### src/sv/tlbe_pkg.sv
`timescale 1ns / 1ps
`default_nettype none

package tlbe_pkg;

    // Default widths of a coordinate and of a corner label.
    localparam int unsigned TLBE_COORD_BITS = 32;
    localparam int unsigned TLBE_LABEL_BITS = 32;

    // Quotient bits resolved per register stage of the divide-by-three pipe.
    localparam int unsigned TLBE_DIV_STEPS = 8;

    // Segment slots of one triangle: three mesh edges and up to three borders.
    localparam int unsigned TLBE_NUM_SLOTS = 6;

    // Configuration port geometry.
    localparam int unsigned TLBE_APB_AW = 3;
    localparam int unsigned TLBE_APB_DW = 32;

    // Register index, taken from paddr[2].
    localparam logic TLBE_REG_MESH = 1'b0;

    typedef enum logic [1:0] {
        KIND_MESH    = 2'd0,
        KIND_MID_MID = 2'd1,
        KIND_MID_CTR = 2'd2
    } t_seg_kind;

    // How the corner labels split the triangle.
    typedef enum logic [2:0] {
        BORDER_NONE = 3'd0,
        BORDER_ALL  = 3'd1,
        BORDER_A    = 3'd2,
        BORDER_B    = 3'd3,
        BORDER_C    = 3'd4
    } t_border;

    typedef enum logic [2:0] {
        SLOT_AB   = 3'd0,
        SLOT_AC   = 3'd1,
        SLOT_BC   = 3'd2,
        SLOT_BRD0 = 3'd3,
        SLOT_BRD1 = 3'd4,
        SLOT_BRD2 = 3'd5
    } t_slot;

endpackage

`default_nettype wire

### src/sv/tlbe_if.sv
`timescale 1ns / 1ps
`default_nettype none

interface tlbe_tri_if import tlbe_pkg::*; #(
    parameter int unsigned COORD_BITS = TLBE_COORD_BITS,
    parameter int unsigned LABEL_BITS = TLBE_LABEL_BITS
) ();
    logic                         valid;
    logic                         ready;
    logic signed [COORD_BITS-1:0] corner_a_x;
    logic signed [COORD_BITS-1:0] corner_a_y;
    logic signed [COORD_BITS-1:0] corner_a_z;
    logic signed [COORD_BITS-1:0] corner_b_x;
    logic signed [COORD_BITS-1:0] corner_b_y;
    logic signed [COORD_BITS-1:0] corner_b_z;
    logic signed [COORD_BITS-1:0] corner_c_x;
    logic signed [COORD_BITS-1:0] corner_c_y;
    logic signed [COORD_BITS-1:0] corner_c_z;
    logic        [LABEL_BITS-1:0] label_a;
    logic        [LABEL_BITS-1:0] label_b;
    logic        [LABEL_BITS-1:0] label_c;

    modport source (
        output valid, corner_a_x, corner_a_y, corner_a_z,
               corner_b_x, corner_b_y, corner_b_z,
               corner_c_x, corner_c_y, corner_c_z,
               label_a, label_b, label_c,
        input  ready
    );

    modport sink (
        input  valid, corner_a_x, corner_a_y, corner_a_z,
               corner_b_x, corner_b_y, corner_b_z,
               corner_c_x, corner_c_y, corner_c_z,
               label_a, label_b, label_c,
        output ready
    );
endinterface

interface tlbe_seg_if import tlbe_pkg::*; #(
    parameter int unsigned COORD_BITS = TLBE_COORD_BITS
) ();
    logic                         valid;
    logic                         ready;
    logic signed [COORD_BITS-1:0] start_x;
    logic signed [COORD_BITS-1:0] start_y;
    logic signed [COORD_BITS-1:0] start_z;
    logic signed [COORD_BITS-1:0] end_x;
    logic signed [COORD_BITS-1:0] end_y;
    logic signed [COORD_BITS-1:0] end_z;
    logic        [1:0]            segment_kind;
    logic                         last_segment;

    modport source (
        output valid, start_x, start_y, start_z, end_x, end_y, end_z,
               segment_kind, last_segment,
        input  ready
    );

    modport sink (
        input  valid, start_x, start_y, start_z, end_x, end_y, end_z,
               segment_kind, last_segment,
        output ready
    );
endinterface

`default_nettype wire

### src/sv/tlbe_prep.sv
`timescale 1ns / 1ps
`default_nettype none

// Two stages: input capture with label classification, then edge midpoints
// and the biased corner sum that feeds the divide-by-three pipe.
module tlbe_prep import tlbe_pkg::*; #(
    parameter int unsigned COORD_BITS = TLBE_COORD_BITS,
    parameter int unsigned LABEL_BITS = TLBE_LABEL_BITS
) (
    input  logic                             i_clk,
    input  logic                             i_rst_n,
    input  logic                             i_en,
    input  logic                             i_valid,
    input  logic [2:0][COORD_BITS-1:0]       i_a,
    input  logic [2:0][COORD_BITS-1:0]       i_b,
    input  logic [2:0][COORD_BITS-1:0]       i_c,
    input  logic [LABEL_BITS-1:0]            i_la,
    input  logic [LABEL_BITS-1:0]            i_lb,
    input  logic [LABEL_BITS-1:0]            i_lc,
    output logic                             o_valid,
    output logic [2:0][COORD_BITS-1:0]       o_a,
    output logic [2:0][COORD_BITS-1:0]       o_b,
    output logic [2:0][COORD_BITS-1:0]       o_c,
    output logic [2:0][COORD_BITS-1:0]       o_mab,
    output logic [2:0][COORD_BITS-1:0]       o_mac,
    output logic [2:0][COORD_BITS-1:0]       o_mbc,
    output logic [2:0][COORD_BITS+1:0]       o_u,
    output t_border                          o_border
);
    localparam int unsigned CB = COORD_BITS;
    localparam int unsigned W  = COORD_BITS + 2;
    // The bias makes the sum of three corners plus one strictly positive.
    localparam logic [W-1:0] U_BIAS = (W'(3) << (CB - 1)) + W'(1);

    logic                r_s1_valid;
    logic [2:0][CB-1:0]  r_s1_a, r_s1_b, r_s1_c;
    t_border             r_s1_border;
    t_border             n_s1_border;

    logic                r_s2_valid;
    logic [2:0][CB-1:0]  r_s2_a, r_s2_b, r_s2_c;
    logic [2:0][CB-1:0]  r_s2_mab, r_s2_mac, r_s2_mbc;
    logic [2:0][W-1:0]   r_s2_u;
    t_border             r_s2_border;

    logic [2:0][CB:0]    w_sab, w_sac, w_sbc;
    logic [2:0][W-1:0]   w_u;
    logic                w_eq_ab, w_eq_ac, w_eq_bc;

    always_comb begin
        w_eq_ab = (i_la == i_lb);
        w_eq_ac = (i_la == i_lc);
        w_eq_bc = (i_lb == i_lc);
        if (w_eq_ab && w_eq_bc) begin
            n_s1_border = BORDER_NONE;
        end else if (!w_eq_ab && !w_eq_ac && !w_eq_bc) begin
            n_s1_border = BORDER_ALL;
        end else if (!w_eq_ab && !w_eq_ac) begin
            n_s1_border = BORDER_A;
        end else if (!w_eq_ab && !w_eq_bc) begin
            n_s1_border = BORDER_B;
        end else begin
            n_s1_border = BORDER_C;
        end
    end

    // Midpoints are the pair sum shifted right arithmetically (floor).
    always_comb begin
        for (int k = 0; k < 3; k++) begin
            w_sab[k] = {r_s1_a[k][CB-1], r_s1_a[k]} + {r_s1_b[k][CB-1], r_s1_b[k]};
            w_sac[k] = {r_s1_a[k][CB-1], r_s1_a[k]} + {r_s1_c[k][CB-1], r_s1_c[k]};
            w_sbc[k] = {r_s1_b[k][CB-1], r_s1_b[k]} + {r_s1_c[k][CB-1], r_s1_c[k]};
            w_u[k]   = {{2{r_s1_a[k][CB-1]}}, r_s1_a[k]}
                     + {{2{r_s1_b[k][CB-1]}}, r_s1_b[k]}
                     + {{2{r_s1_c[k][CB-1]}}, r_s1_c[k]}
                     + U_BIAS;
        end
    end

    always_ff @(posedge i_clk) begin
        if (!i_rst_n) begin
            r_s1_valid <= 1'b0;
            r_s2_valid <= 1'b0;
        end else if (i_en) begin
            r_s1_valid <= i_valid;
            r_s2_valid <= r_s1_valid;
        end
    end

    always_ff @(posedge i_clk) begin
        if (i_en) begin
            r_s1_a      <= i_a;
            r_s1_b      <= i_b;
            r_s1_c      <= i_c;
            r_s1_border <= n_s1_border;
            r_s2_a      <= r_s1_a;
            r_s2_b      <= r_s1_b;
            r_s2_c      <= r_s1_c;
            r_s2_border <= r_s1_border;
            r_s2_u      <= w_u;
            for (int k = 0; k < 3; k++) begin
                r_s2_mab[k] <= w_sab[k][CB:1];
                r_s2_mac[k] <= w_sac[k][CB:1];
                r_s2_mbc[k] <= w_sbc[k][CB:1];
            end
        end
    end

    assign o_valid  = r_s2_valid;
    assign o_a      = r_s2_a;
    assign o_b      = r_s2_b;
    assign o_c      = r_s2_c;
    assign o_mab    = r_s2_mab;
    assign o_mac    = r_s2_mac;
    assign o_mbc    = r_s2_mbc;
    assign o_u      = r_s2_u;
    assign o_border = r_s2_border;

endmodule

`default_nettype wire

### src/sv/tlbe_div3.sv
`timescale 1ns / 1ps
`default_nettype none

// Restoring division by three on three lanes, a fixed number of quotient
// bits per stage, with a side payload that travels alongside.
module tlbe_div3 import tlbe_pkg::*; #(
    parameter int unsigned W  = TLBE_COORD_BITS + 2,
    parameter int unsigned PW = 8
) (
    input  logic                 i_clk,
    input  logic                 i_rst_n,
    input  logic                 i_en,
    input  logic                 i_valid,
    input  logic [2:0][W-1:0]    i_num,
    input  logic [PW-1:0]        i_pay,
    output logic                 o_valid,
    output logic [2:0][W-1:0]    o_quo,
    output logic [PW-1:0]        o_pay
);
    localparam int unsigned NST = (W + TLBE_DIV_STEPS - 1) / TLBE_DIV_STEPS;
    localparam int unsigned WP  = NST * TLBE_DIV_STEPS;

    logic [NST-1:0]        r_v;
    logic [2:0][WP-1:0]    r_x   [NST];
    logic [2:0][1:0]       r_rem [NST-1];
    logic [PW-1:0]         r_pay [NST];

    // The dividend shifts out at the top while quotient bits shift in below.
    function automatic logic [WP+1:0] f_div_steps(input logic [WP-1:0] x,
                                                   input logic [1:0] rem);
        logic [WP-1:0] xv;
        logic [1:0]    rv;
        logic [2:0]    t;
        xv = x;
        rv = rem;
        for (int i = 0; i < TLBE_DIV_STEPS; i++) begin
            t = {rv, xv[WP-1]};
            if (t >= 3'd3) begin
                rv = 2'(t - 3'd3);
                xv = {xv[WP-2:0], 1'b1};
            end else begin
                rv = t[1:0];
                xv = {xv[WP-2:0], 1'b0};
            end
        end
        return {rv, xv};
    endfunction

    for (genvar s = 0; s < NST; s++) begin : g_stage
        logic [2:0][WP-1:0] w_xin;
        logic [2:0][1:0]    w_rin;
        logic [2:0][WP+1:0] w_res;
        logic [PW-1:0]      w_pin;

        if (s == 0) begin : g_first
            for (genvar k = 0; k < 3; k++) begin : g_lane
                assign w_xin[k] = WP'(i_num[k]);
            end
            assign w_rin = '0;
            assign w_pin = i_pay;
        end else begin : g_next
            assign w_xin = r_x[s-1];
            assign w_rin = r_rem[s-1];
            assign w_pin = r_pay[s-1];
        end

        always_comb begin
            for (int k = 0; k < 3; k++) begin
                w_res[k] = f_div_steps(w_xin[k], w_rin[k]);
            end
        end

        always_ff @(posedge i_clk) begin
            if (i_en) begin
                r_pay[s] <= w_pin;
                for (int k = 0; k < 3; k++) begin
                    r_x[s][k] <= w_res[k][WP-1:0];
                end
            end
        end

        if (s < NST - 1) begin : g_rem
            always_ff @(posedge i_clk) begin
                if (i_en) begin
                    for (int k = 0; k < 3; k++) begin
                        r_rem[s][k] <= w_res[k][WP+1:WP];
                    end
                end
            end
        end
    end

    always_ff @(posedge i_clk) begin
        if (!i_rst_n) begin
            r_v <= '0;
        end else if (i_en) begin
            r_v <= {r_v[NST-2:0], i_valid};
        end
    end

    assign o_valid = r_v[NST-1];
    assign o_pay   = r_pay[NST-1];
    for (genvar k = 0; k < 3; k++) begin : g_out
        assign o_quo[k] = r_x[NST-1][k][W-1:0];
    end

    a_hold_when_stalled: assert property (@(posedge i_clk) disable iff (!i_rst_n)
        !i_en && o_valid |=> o_valid && $stable(o_pay))
        else $error("divider pipe dropped or changed an item while stalled");

endmodule

`default_nettype wire

### src/sv/tlbe_emit.sv
`timescale 1ns / 1ps
`default_nettype none

// Holds one triangle and sends its segments, one per beat, through an
// output register. A mask of pending slots drives the sequence.
module tlbe_emit import tlbe_pkg::*; #(
    parameter int unsigned COORD_BITS = TLBE_COORD_BITS
) (
    input  logic                        i_clk,
    input  logic                        i_rst_n,
    input  logic                        i_valid,
    output logic                        o_take,
    input  logic                        i_mesh,
    input  logic [2:0][COORD_BITS-1:0]  i_a,
    input  logic [2:0][COORD_BITS-1:0]  i_b,
    input  logic [2:0][COORD_BITS-1:0]  i_c,
    input  logic [2:0][COORD_BITS-1:0]  i_mab,
    input  logic [2:0][COORD_BITS-1:0]  i_mac,
    input  logic [2:0][COORD_BITS-1:0]  i_mbc,
    input  logic [2:0][COORD_BITS-1:0]  i_ctr,
    input  t_border                     i_border,
    output logic                        o_valid,
    input  logic                        i_ready,
    output logic [2:0][COORD_BITS-1:0]  o_start,
    output logic [2:0][COORD_BITS-1:0]  o_end,
    output t_seg_kind                   o_kind,
    output logic                        o_last
);
    localparam int unsigned CB = COORD_BITS;
    localparam int unsigned NS = TLBE_NUM_SLOTS;

    logic [NS-1:0]        r_mask;
    logic [NS-1:0]        n_mask;
    logic [2:0][CB-1:0]   r_a, r_b, r_c, r_mab, r_mac, r_mbc, r_ctr;
    t_border              r_border;

    logic                 r_ovalid;
    logic [2:0][CB-1:0]   r_start, r_end;
    t_seg_kind            r_kind;
    logic                 r_last;

    logic [NS-1:0]        w_low, w_rest;
    t_slot                w_slot;
    logic [2:0][CB-1:0]   w_start, w_end;
    t_seg_kind            w_kind;
    logic                 w_seg_load;
    logic                 w_take;

    always_comb begin
        w_low  = r_mask & (~r_mask + NS'(1));
        w_rest = r_mask & ~w_low;
        w_slot = SLOT_AB;
        for (int i = NS - 1; i >= 0; i--) begin
            if (w_low[i]) begin
                w_slot = t_slot'(3'(i));
            end
        end
    end

    always_comb begin
        w_start = r_a;
        w_end   = r_b;
        w_kind  = KIND_MESH;
        case (w_slot)
            SLOT_AB: begin
                w_start = r_a;
                w_end   = r_b;
            end
            SLOT_AC: begin
                w_start = r_a;
                w_end   = r_c;
            end
            SLOT_BC: begin
                w_start = r_b;
                w_end   = r_c;
            end
            SLOT_BRD0: begin
                case (r_border)
                    BORDER_ALL: begin
                        w_start = r_mab;
                        w_end   = r_ctr;
                        w_kind  = KIND_MID_CTR;
                    end
                    BORDER_A: begin
                        w_start = r_mab;
                        w_end   = r_mac;
                        w_kind  = KIND_MID_MID;
                    end
                    BORDER_B: begin
                        w_start = r_mab;
                        w_end   = r_mbc;
                        w_kind  = KIND_MID_MID;
                    end
                    default: begin
                        w_start = r_mac;
                        w_end   = r_mbc;
                        w_kind  = KIND_MID_MID;
                    end
                endcase
            end
            SLOT_BRD1: begin
                w_start = r_mac;
                w_end   = r_ctr;
                w_kind  = KIND_MID_CTR;
            end
            SLOT_BRD2: begin
                w_start = r_mbc;
                w_end   = r_ctr;
                w_kind  = KIND_MID_CTR;
            end
            default: begin
                w_start = r_a;
                w_end   = r_b;
            end
        endcase
    end

    always_comb begin
        n_mask            = '0;
        n_mask[SLOT_AB]   = i_mesh;
        n_mask[SLOT_AC]   = i_mesh;
        n_mask[SLOT_BC]   = i_mesh;
        n_mask[SLOT_BRD0] = (i_border != BORDER_NONE);
        n_mask[SLOT_BRD1] = (i_border == BORDER_ALL);
        n_mask[SLOT_BRD2] = (i_border == BORDER_ALL);
    end

    assign w_seg_load = (r_mask != '0) && (!r_ovalid || i_ready);
    assign w_take     = (r_mask == '0) || (w_seg_load && (w_rest == '0));

    always_ff @(posedge i_clk) begin
        if (!i_rst_n) begin
            r_mask   <= '0;
            r_ovalid <= 1'b0;
        end else begin
            // A new triangle is loaded only once the last beat leaves no slot pending.
            if (w_take && i_valid) begin
                r_mask <= n_mask;
            end else if (w_seg_load) begin
                r_mask <= w_rest;
            end
            if (w_seg_load) begin
                r_ovalid <= 1'b1;
            end else if (i_ready) begin
                r_ovalid <= 1'b0;
            end
        end
    end

    always_ff @(posedge i_clk) begin
        if (w_take && i_valid) begin
            r_a      <= i_a;
            r_b      <= i_b;
            r_c      <= i_c;
            r_mab    <= i_mab;
            r_mac    <= i_mac;
            r_mbc    <= i_mbc;
            r_ctr    <= i_ctr;
            r_border <= i_border;
        end
        if (w_seg_load) begin
            r_start <= w_start;
            r_end   <= w_end;
            r_kind  <= w_kind;
            r_last  <= (w_rest == '0);
        end
    end

    assign o_take  = w_take;
    assign o_valid = r_ovalid;
    assign o_start = r_start;
    assign o_end   = r_end;
    assign o_kind  = r_kind;
    assign o_last  = r_last;

    a_ctr_pair: assert property (@(posedge i_clk) disable iff (!i_rst_n)
        r_mask[SLOT_BRD1] |-> r_mask[SLOT_BRD2])
        else $error("centroid segments went out of order");

    a_ctr_class: assert property (@(posedge i_clk) disable iff (!i_rst_n)
        r_mask[SLOT_BRD1] |-> (r_border == BORDER_ALL))
        else $error("centroid segment pending for a triangle without three regions");

    a_single_last: assert property (@(posedge i_clk) disable iff (!i_rst_n)
        r_ovalid && (r_kind == KIND_MID_MID) |-> r_last)
        else $error("midpoint-to-midpoint segment was not the final one");

endmodule

`default_nettype wire

### src/sv/triangle_label_border_extract_core.sv
`timescale 1ns / 1ps
`default_nettype none

// Channel   Modport         Beat carries
// i_tri     sink            three corners (x, y, z signed Q16.16) and three labels
// o_seg     source          one segment: start, end, kind, last-of-triangle flag
// APB       psel..prdata    emit_mesh_edges at byte address 0
//
// A triangle passes two preparation stages, ceil((COORD_BITS+2)/8) divider stages
// (five at the default width) and the emitter, whose slot mask and output register
// lie before o_seg. The emitter sends one segment per cycle while o_seg is ready,
// up to six per triangle. One shared advance signal stops every preparation and
// divider stage once the last divider stage waits on a busy emitter; nothing is lost.
// Reset is synchronous and active low; it clears valid bits and sets emit_mesh_edges.
module triangle_label_border_extract_core import tlbe_pkg::*; #(
    parameter int unsigned COORD_BITS = TLBE_COORD_BITS,
    parameter int unsigned LABEL_BITS = TLBE_LABEL_BITS
) (
    input  logic                     i_clk,
    input  logic                     i_rst_n,
    tlbe_tri_if.sink                 i_tri,
    tlbe_seg_if.source               o_seg,
    input  logic                     psel,
    input  logic                     penable,
    input  logic                     pwrite,
    input  logic [TLBE_APB_AW-1:0]   paddr,
    input  logic [TLBE_APB_DW-1:0]   pwdata,
    output logic [TLBE_APB_DW-1:0]   prdata,
    output logic                     pready
);
    localparam int unsigned CB = COORD_BITS;
    localparam int unsigned W  = COORD_BITS + 2;
    // Side payload through the divider: corners, midpoints and the class.
    localparam int unsigned PW = 18 * COORD_BITS + $bits(t_border);
    localparam int unsigned BW = $bits(t_border);

    // The mesh-edge enable. Users write only while idle; the block does not check it.
    logic r_mesh;

    assign pready = 1'b1;

    always_ff @(posedge i_clk) begin
        if (!i_rst_n) begin
            r_mesh <= 1'b1;
        end else if (psel && penable && pwrite && (paddr[TLBE_APB_AW-1] == TLBE_REG_MESH)) begin
            r_mesh <= pwdata[0];
        end
    end

    assign prdata = (paddr[TLBE_APB_AW-1] == TLBE_REG_MESH)
                  ? {{(TLBE_APB_DW-1){1'b0}}, r_mesh} : '0;

    // One advance signal for the prep and divider stages: it moves whenever the last
    // divider stage is empty or the emitter takes its triangle.
    logic                w_en;
    logic                w_take;

    logic [2:0][CB-1:0]  w_in_a, w_in_b, w_in_c;

    logic                w_p_valid;
    logic [2:0][CB-1:0]  w_p_a, w_p_b, w_p_c, w_p_mab, w_p_mac, w_p_mbc;
    logic [2:0][W-1:0]   w_p_u;
    t_border             w_p_border;

    logic [PW-1:0]       w_d_pay_in, w_d_pay;
    logic                w_d_valid;
    logic [2:0][W-1:0]   w_d_quo;
    logic [2:0][CB-1:0]  w_d_a, w_d_b, w_d_c, w_d_mab, w_d_mac, w_d_mbc, w_d_ctr;
    t_border             w_d_border;

    logic [2:0][CB-1:0]  w_o_start, w_o_end;
    t_seg_kind           w_o_kind;

    assign w_in_a = {CB'(i_tri.corner_a_z), CB'(i_tri.corner_a_y), CB'(i_tri.corner_a_x)};
    assign w_in_b = {CB'(i_tri.corner_b_z), CB'(i_tri.corner_b_y), CB'(i_tri.corner_b_x)};
    assign w_in_c = {CB'(i_tri.corner_c_z), CB'(i_tri.corner_c_y), CB'(i_tri.corner_c_x)};

    assign i_tri.ready = w_en;
    assign w_en        = !w_d_valid || w_take;

    tlbe_prep #(
        .COORD_BITS (COORD_BITS),
        .LABEL_BITS (LABEL_BITS)
    ) u_prep (
        .i_clk    (i_clk),
        .i_rst_n  (i_rst_n),
        .i_en     (w_en),
        .i_valid  (i_tri.valid),
        .i_a      (w_in_a),
        .i_b      (w_in_b),
        .i_c      (w_in_c),
        .i_la     (i_tri.label_a),
        .i_lb     (i_tri.label_b),
        .i_lc     (i_tri.label_c),
        .o_valid  (w_p_valid),
        .o_a      (w_p_a),
        .o_b      (w_p_b),
        .o_c      (w_p_c),
        .o_mab    (w_p_mab),
        .o_mac    (w_p_mac),
        .o_mbc    (w_p_mbc),
        .o_u      (w_p_u),
        .o_border (w_p_border)
    );

    assign w_d_pay_in = {w_p_a, w_p_b, w_p_c, w_p_mab, w_p_mac, w_p_mbc, w_p_border};

    tlbe_div3 #(
        .W  (W),
        .PW (PW)
    ) u_div3 (
        .i_clk   (i_clk),
        .i_rst_n (i_rst_n),
        .i_en    (w_en),
        .i_valid (w_p_valid),
        .i_num   (w_p_u),
        .i_pay   (w_d_pay_in),
        .o_valid (w_d_valid),
        .o_quo   (w_d_quo),
        .o_pay   (w_d_pay)
    );

    assign {w_d_a, w_d_b, w_d_c, w_d_mab, w_d_mac, w_d_mbc} = w_d_pay[PW-1:BW];
    assign w_d_border = t_border'(w_d_pay[BW-1:0]);

    // The quotient carries the bias of half the coordinate range; removing
    // it is an inversion of the top bit, since the quotient is below 2^CB.
    for (genvar k = 0; k < 3; k++) begin : g_ctr
        assign w_d_ctr[k] = {~w_d_quo[k][CB-1], w_d_quo[k][CB-2:0]};
    end

    tlbe_emit #(
        .COORD_BITS (COORD_BITS)
    ) u_emit (
        .i_clk    (i_clk),
        .i_rst_n  (i_rst_n),
        .i_valid  (w_d_valid),
        .o_take   (w_take),
        .i_mesh   (r_mesh),
        .i_a      (w_d_a),
        .i_b      (w_d_b),
        .i_c      (w_d_c),
        .i_mab    (w_d_mab),
        .i_mac    (w_d_mac),
        .i_mbc    (w_d_mbc),
        .i_ctr    (w_d_ctr),
        .i_border (w_d_border),
        .o_valid  (o_seg.valid),
        .i_ready  (o_seg.ready),
        .o_start  (w_o_start),
        .o_end    (w_o_end),
        .o_kind   (w_o_kind),
        .o_last   (o_seg.last_segment)
    );

    assign o_seg.start_x      = w_o_start[0];
    assign o_seg.start_y      = w_o_start[1];
    assign o_seg.start_z      = w_o_start[2];
    assign o_seg.end_x        = w_o_end[0];
    assign o_seg.end_y        = w_o_end[1];
    assign o_seg.end_z        = w_o_end[2];
    assign o_seg.segment_kind = w_o_kind;

endmodule

`default_nettype wire
### src/flat_wrapper.sv
// flat-port wrapper written by rule: the top's interface ports become plain ports
module triangle_label_border_extract_core_flat import tlbe_pkg::*;
#(
    parameter int unsigned COORD_BITS = TLBE_COORD_BITS,
    parameter int unsigned LABEL_BITS = TLBE_LABEL_BITS
)
  (i_clk, i_rst_n, psel, penable, pwrite, paddr, pwdata, prdata, pready, i_tri_valid, i_tri_corner_a_x, i_tri_corner_a_y, i_tri_corner_a_z, i_tri_corner_b_x, i_tri_corner_b_y, i_tri_corner_b_z, i_tri_corner_c_x, i_tri_corner_c_y, i_tri_corner_c_z, i_tri_label_a, i_tri_label_b, i_tri_label_c, i_tri_ready, o_seg_valid, o_seg_start_x, o_seg_start_y, o_seg_start_z, o_seg_end_x, o_seg_end_y, o_seg_end_z, o_seg_segment_kind, o_seg_last_segment, o_seg_ready);
  tlbe_tri_if #(.COORD_BITS(COORD_BITS), .LABEL_BITS(LABEL_BITS)) i_tri_i ();
  tlbe_seg_if #(.COORD_BITS(COORD_BITS)) o_seg_i ();
  input  logic i_clk;
  input  logic i_rst_n;
  input  logic psel;
  input  logic penable;
  input  logic pwrite;
  input  logic [TLBE_APB_AW-1:0] paddr;
  input  logic [TLBE_APB_DW-1:0] pwdata;
  output logic [TLBE_APB_DW-1:0] prdata;
  output logic pready;
  input wire logic [$bits(i_tri_i.valid)-1:0] i_tri_valid;
  input wire logic [$bits(i_tri_i.corner_a_x)-1:0] i_tri_corner_a_x;
  input wire logic [$bits(i_tri_i.corner_a_y)-1:0] i_tri_corner_a_y;
  input wire logic [$bits(i_tri_i.corner_a_z)-1:0] i_tri_corner_a_z;
  input wire logic [$bits(i_tri_i.corner_b_x)-1:0] i_tri_corner_b_x;
  input wire logic [$bits(i_tri_i.corner_b_y)-1:0] i_tri_corner_b_y;
  input wire logic [$bits(i_tri_i.corner_b_z)-1:0] i_tri_corner_b_z;
  input wire logic [$bits(i_tri_i.corner_c_x)-1:0] i_tri_corner_c_x;
  input wire logic [$bits(i_tri_i.corner_c_y)-1:0] i_tri_corner_c_y;
  input wire logic [$bits(i_tri_i.corner_c_z)-1:0] i_tri_corner_c_z;
  input wire logic [$bits(i_tri_i.label_a)-1:0] i_tri_label_a;
  input wire logic [$bits(i_tri_i.label_b)-1:0] i_tri_label_b;
  input wire logic [$bits(i_tri_i.label_c)-1:0] i_tri_label_c;
  output wire logic [$bits(i_tri_i.ready)-1:0] i_tri_ready;
  output wire logic [$bits(o_seg_i.valid)-1:0] o_seg_valid;
  output wire logic [$bits(o_seg_i.start_x)-1:0] o_seg_start_x;
  output wire logic [$bits(o_seg_i.start_y)-1:0] o_seg_start_y;
  output wire logic [$bits(o_seg_i.start_z)-1:0] o_seg_start_z;
  output wire logic [$bits(o_seg_i.end_x)-1:0] o_seg_end_x;
  output wire logic [$bits(o_seg_i.end_y)-1:0] o_seg_end_y;
  output wire logic [$bits(o_seg_i.end_z)-1:0] o_seg_end_z;
  output wire logic [$bits(o_seg_i.segment_kind)-1:0] o_seg_segment_kind;
  output wire logic [$bits(o_seg_i.last_segment)-1:0] o_seg_last_segment;
  input wire logic [$bits(o_seg_i.ready)-1:0] o_seg_ready;
  assign i_tri_i.valid = i_tri_valid;
  assign i_tri_i.corner_a_x = i_tri_corner_a_x;
  assign i_tri_i.corner_a_y = i_tri_corner_a_y;
  assign i_tri_i.corner_a_z = i_tri_corner_a_z;
  assign i_tri_i.corner_b_x = i_tri_corner_b_x;
  assign i_tri_i.corner_b_y = i_tri_corner_b_y;
  assign i_tri_i.corner_b_z = i_tri_corner_b_z;
  assign i_tri_i.corner_c_x = i_tri_corner_c_x;
  assign i_tri_i.corner_c_y = i_tri_corner_c_y;
  assign i_tri_i.corner_c_z = i_tri_corner_c_z;
  assign i_tri_i.label_a = i_tri_label_a;
  assign i_tri_i.label_b = i_tri_label_b;
  assign i_tri_i.label_c = i_tri_label_c;
  assign i_tri_ready = i_tri_i.ready;
  assign o_seg_valid = o_seg_i.valid;
  assign o_seg_start_x = o_seg_i.start_x;
  assign o_seg_start_y = o_seg_i.start_y;
  assign o_seg_start_z = o_seg_i.start_z;
  assign o_seg_end_x = o_seg_i.end_x;
  assign o_seg_end_y = o_seg_i.end_y;
  assign o_seg_end_z = o_seg_i.end_z;
  assign o_seg_segment_kind = o_seg_i.segment_kind;
  assign o_seg_last_segment = o_seg_i.last_segment;
  assign o_seg_i.ready = o_seg_ready;
  triangle_label_border_extract_core #(.COORD_BITS(COORD_BITS), .LABEL_BITS(LABEL_BITS)) u_core (.i_clk(i_clk), .i_rst_n(i_rst_n), .i_tri(i_tri_i), .o_seg(o_seg_i), .psel(psel), .penable(penable), .pwrite(pwrite), .paddr(paddr), .pwdata(pwdata), .prdata(prdata), .pready(pready));
endmodule
### config.mk
export PLATFORM = sky130hd
export DESIGN_NAME = triangle_label_border_extract_core_flat
export DESIGN_NICKNAME = d
export VERILOG_FILES = /design/src/sv/tlbe_pkg.sv /design/src/sv/tlbe_if.sv /design/src/sv/tlbe_prep.sv /design/src/sv/tlbe_div3.sv /design/src/sv/tlbe_emit.sv /design/src/sv/triangle_label_border_extract_core.sv /design/src/flat_wrapper.sv
export SDC_FILE = /design/constraint.sdc
export NUM_CORES = 2
export LEC_CHECK = 0
export ABC_AREA = 1
export BUFFER_PORTS_ARGS = -buffer_cell sky130_fd_sc_hd__buf_2
export CORE_UTILIZATION = 40
export CTS_BUF_LIST = sky130_fd_sc_hd__clkbuf_16
export DETAILED_ROUTE_END_ITERATION = 8
export SKIP_CTS_REPAIR_TIMING = 1
export SYNTH_ARGS = -nofsm -noshare
export SYNTH_HDL_FRONTEND = slang
export SYNTH_HIERARCHICAL = 1
export SYNTH_SLANG_ARGS = --single-unit
### constraint.sdc
create_clock -name i_clk -period 101.7 [get_ports i_clk]
set_input_delay 5.085 -clock i_clk [delete_from_list [all_inputs] [get_ports i_clk]]
set_output_delay 5.085 -clock i_clk [all_outputs]
set_load 0.01 [all_outputs]
==> summary.md <==
| Metric | Value |
|---|---|
| Crit Path Max Fanout | 26 |
| CTS buffer count | 546 |
| Cell count after synthesis | 14,925 |
| Core outline area | 0.517 mm² |
| Fillers | 45,563 |
| CTS clock-pin slew for the worst setup and hold paths | 0.06 ns |
| Dpl hpwl | 369 mm |
| R2r setup slk | 93.78 ns |
| Detailed router's first-iteration violation count | 10,307 |
| Worst clock skew | 0.0921 ns |
| Total leakage power | 99.5 nW |
| CP Launch Point | o_seg_ready |
| Setup_tns | 0 ns |
| Synthesis-to-finish area growth | 14.5% |
| Slew Limit Fails | 0 |
| Clock buffer depth | 4 |
| Top layer in use | met5 |
| Final setup violation count | 0 |
| Worst-Margin Slew | 1.16 ns |
| Metal-1 WL | 228 mm |
| Starting Density | 40.2% |
| Die Height | 722 µm |
| RR Startpoint | u_core/u_emit/r_mask[0] |
| Placer Congestion | 0.896 |
| Largest net degree at the start of global routing | 210 |
| Final Cycle Share | 11.6% |
| CP Launch Type | input port |
| Final wirelength | 517 mm |
| Wire length on met2 | 241 mm |
| Vias per inst | 4.80 |
| GRT Overall Usage | 19.3% |
| Critical path type | input port to output pin |
| Via count | 112,568 |
| Drt drc | 156 |
| Drt pass-1 iters | 8 |
| Vias in the first global route | 106,236 |
| Max_cap viols | 0 |
| Unrepaired setup endpoints after global routing | false |
| First-pass GRT wire length | 727 mm |
| Width of the die | 722 µm |
| Detail Route Antenna Nets | 0 |
| Status | complete, but fails checks |
| Clk_lat worst skew | 1.06 ns |
| Mean post-synth cell area | 13.9 µm² |
| Initial antenna violation count | 69 |
| CTS Root Cell | clkbuf_16 |
| Sink Count | 5,256 |
| Failing checks | DRC |
| Port Buffers | 590 |
| Yosys Warn Count | 6 |
| H-tree levels | 6 |
| Final min period | 11.84 ns |
| DR WL met3 | 29.4 mm |
| Final nets | 17,193 |
| Hold Path Class | flip-flop to flip-flop |
| Power Density | 28.5 mW/mm² |
| Post-synthesis cell area | 0.207 mm² |
| Die area | 0.521 mm² |
| Fin. Hold Viols | 0 |
| Worst Hold Launch | u_core/u_div3/r_pay[0][1079] |
| Crit. End Element | output pin |
| Crit path DAT | 6.76 ns |
| Ports | 656 |
| Peak VDD IR | 0.0000411 V |
| Placed Instances | 22,454 |
| WL/cell | 22.1 µm |
| Rows | 264 |
| CTS tree | yes |
| Fin Hold WS | 0.329 ns |
| WP data required | 96.61 ns |
| F_max | 84.5 MHz |
| GRT overflow | 0 |
| Layout cells sized above 1 | 11.7% |
| Relative slew margins | 22.4% |
| Final non-filler cell total | 23,459 |
[registers in the layout, indices dropped and copies added (netlist names), 96 cells and up]
signal,flops
u_core/u_emit/r_a,96
u_core/u_emit/r_mab,96
u_core/u_div3/r_x,480
u_core/u_emit/o_start,96
u_core/u_emit/r_c,96
u_core/u_prep/o_u,102
u_core/u_prep/o_mab,96
u_core/u_div3/r_pay,2895
u_core/u_prep/r_s1_a,96
u_core/u_emit/r_ctr,96
u_core/u_prep/o_a,96
u_core/u_emit/r_mac,96
u_core/u_emit/r_b,96
u_core/u_prep/o_b,96
u_core/u_prep/o_c,96
u_core/u_prep/r_s1_b,96
u_core/u_emit/r_mbc,96
u_core/u_emit/o_end,96
u_core/u_prep/o_mac,96
u_core/u_prep/r_s1_c,96
u_core/u_prep/o_mbc,96
[cells in the final DEF (no fill, tap or decap), drive strengths merged, types with 20 or more instances in the layout]
master	n
inv	2509
edfxtp	5241
a32oi	96
xor2	225
nand4	50
o21bai	36
clkinv	243
clkbuf	551
nor4	24
nand3b	28
nand2	3795
o211ai	45
nand3	563
clkinvlp	20
and3	25
o2111ai	96
a21oi	361
xnor2	75
ha	576
nor3	64
conb	32
buf	745
diode	31
a22oi	96
nor2	577
o21ai	236
fa	105
bufinv	33
[per-stage QoR]
stage	power (mW)	util (%)	cell area [µm²]	worst slack, ns
6_report	6.77	46.0	237000	89.86
5_1_grt	7.15	46.0	237000	89.77
4_1_cts	6.85	45.9	237000	89.86
3_5_place_dp	4.91	42.6	220000	89.15
3_3_place_gp	4.85	42.6	220000	89.24
2_1_floorplan	4.21	-	208000	37.63
[final timing paths]
check                                 end  cells after the start
min          u_core/u_div3/r_pay[0][1658]                      0
max                           i_tri_ready                      8
max reg2reg      u_core/u_prep/r_s1_b[55]                     14
min reg2reg  u_core/u_div3/r_pay[0][1658]                      0
[per-layer routing]
metal	vias up	GRT usage (%)
met5	-	0
met3	778	2.71
met1	54801	26.8
met4	6	6.81
li1	53645	-
met2	3338	31.2
[where the power goes]
group	internal (mW)	switching, mW
Sequential	2.91	0.157
Clock	1.08	0.839
Combinational	0.530	1.25
[worst max-delay path: stages]
cell and delay, ns:
buf_2 0.19, inv_1 0.07, nand2_1 0.15, nand4_1 0.19
nand2_1 0.21, inv_1 0.13, nand2_8 0.24, buf_2 0.42
[cell type report]
class / count / area [µm²] / area share [%]
antenna: 31 / 77.6 / 0.0327
inverter: 2382 / 8970 / 3.78
clock buffer: 551 / 13800 / 5.81
sequential: 5256 / 158000 / 66.4
multi-input combinational: 7155 / 40300 / 17.0
clock inverter: 423 / 3760 / 1.58
tap: 6916 / 8650 / 3.64
timing repair buffer: 745 / 4250 / 1.79
No activity file was read; power rests on OpenSTA's default activity.
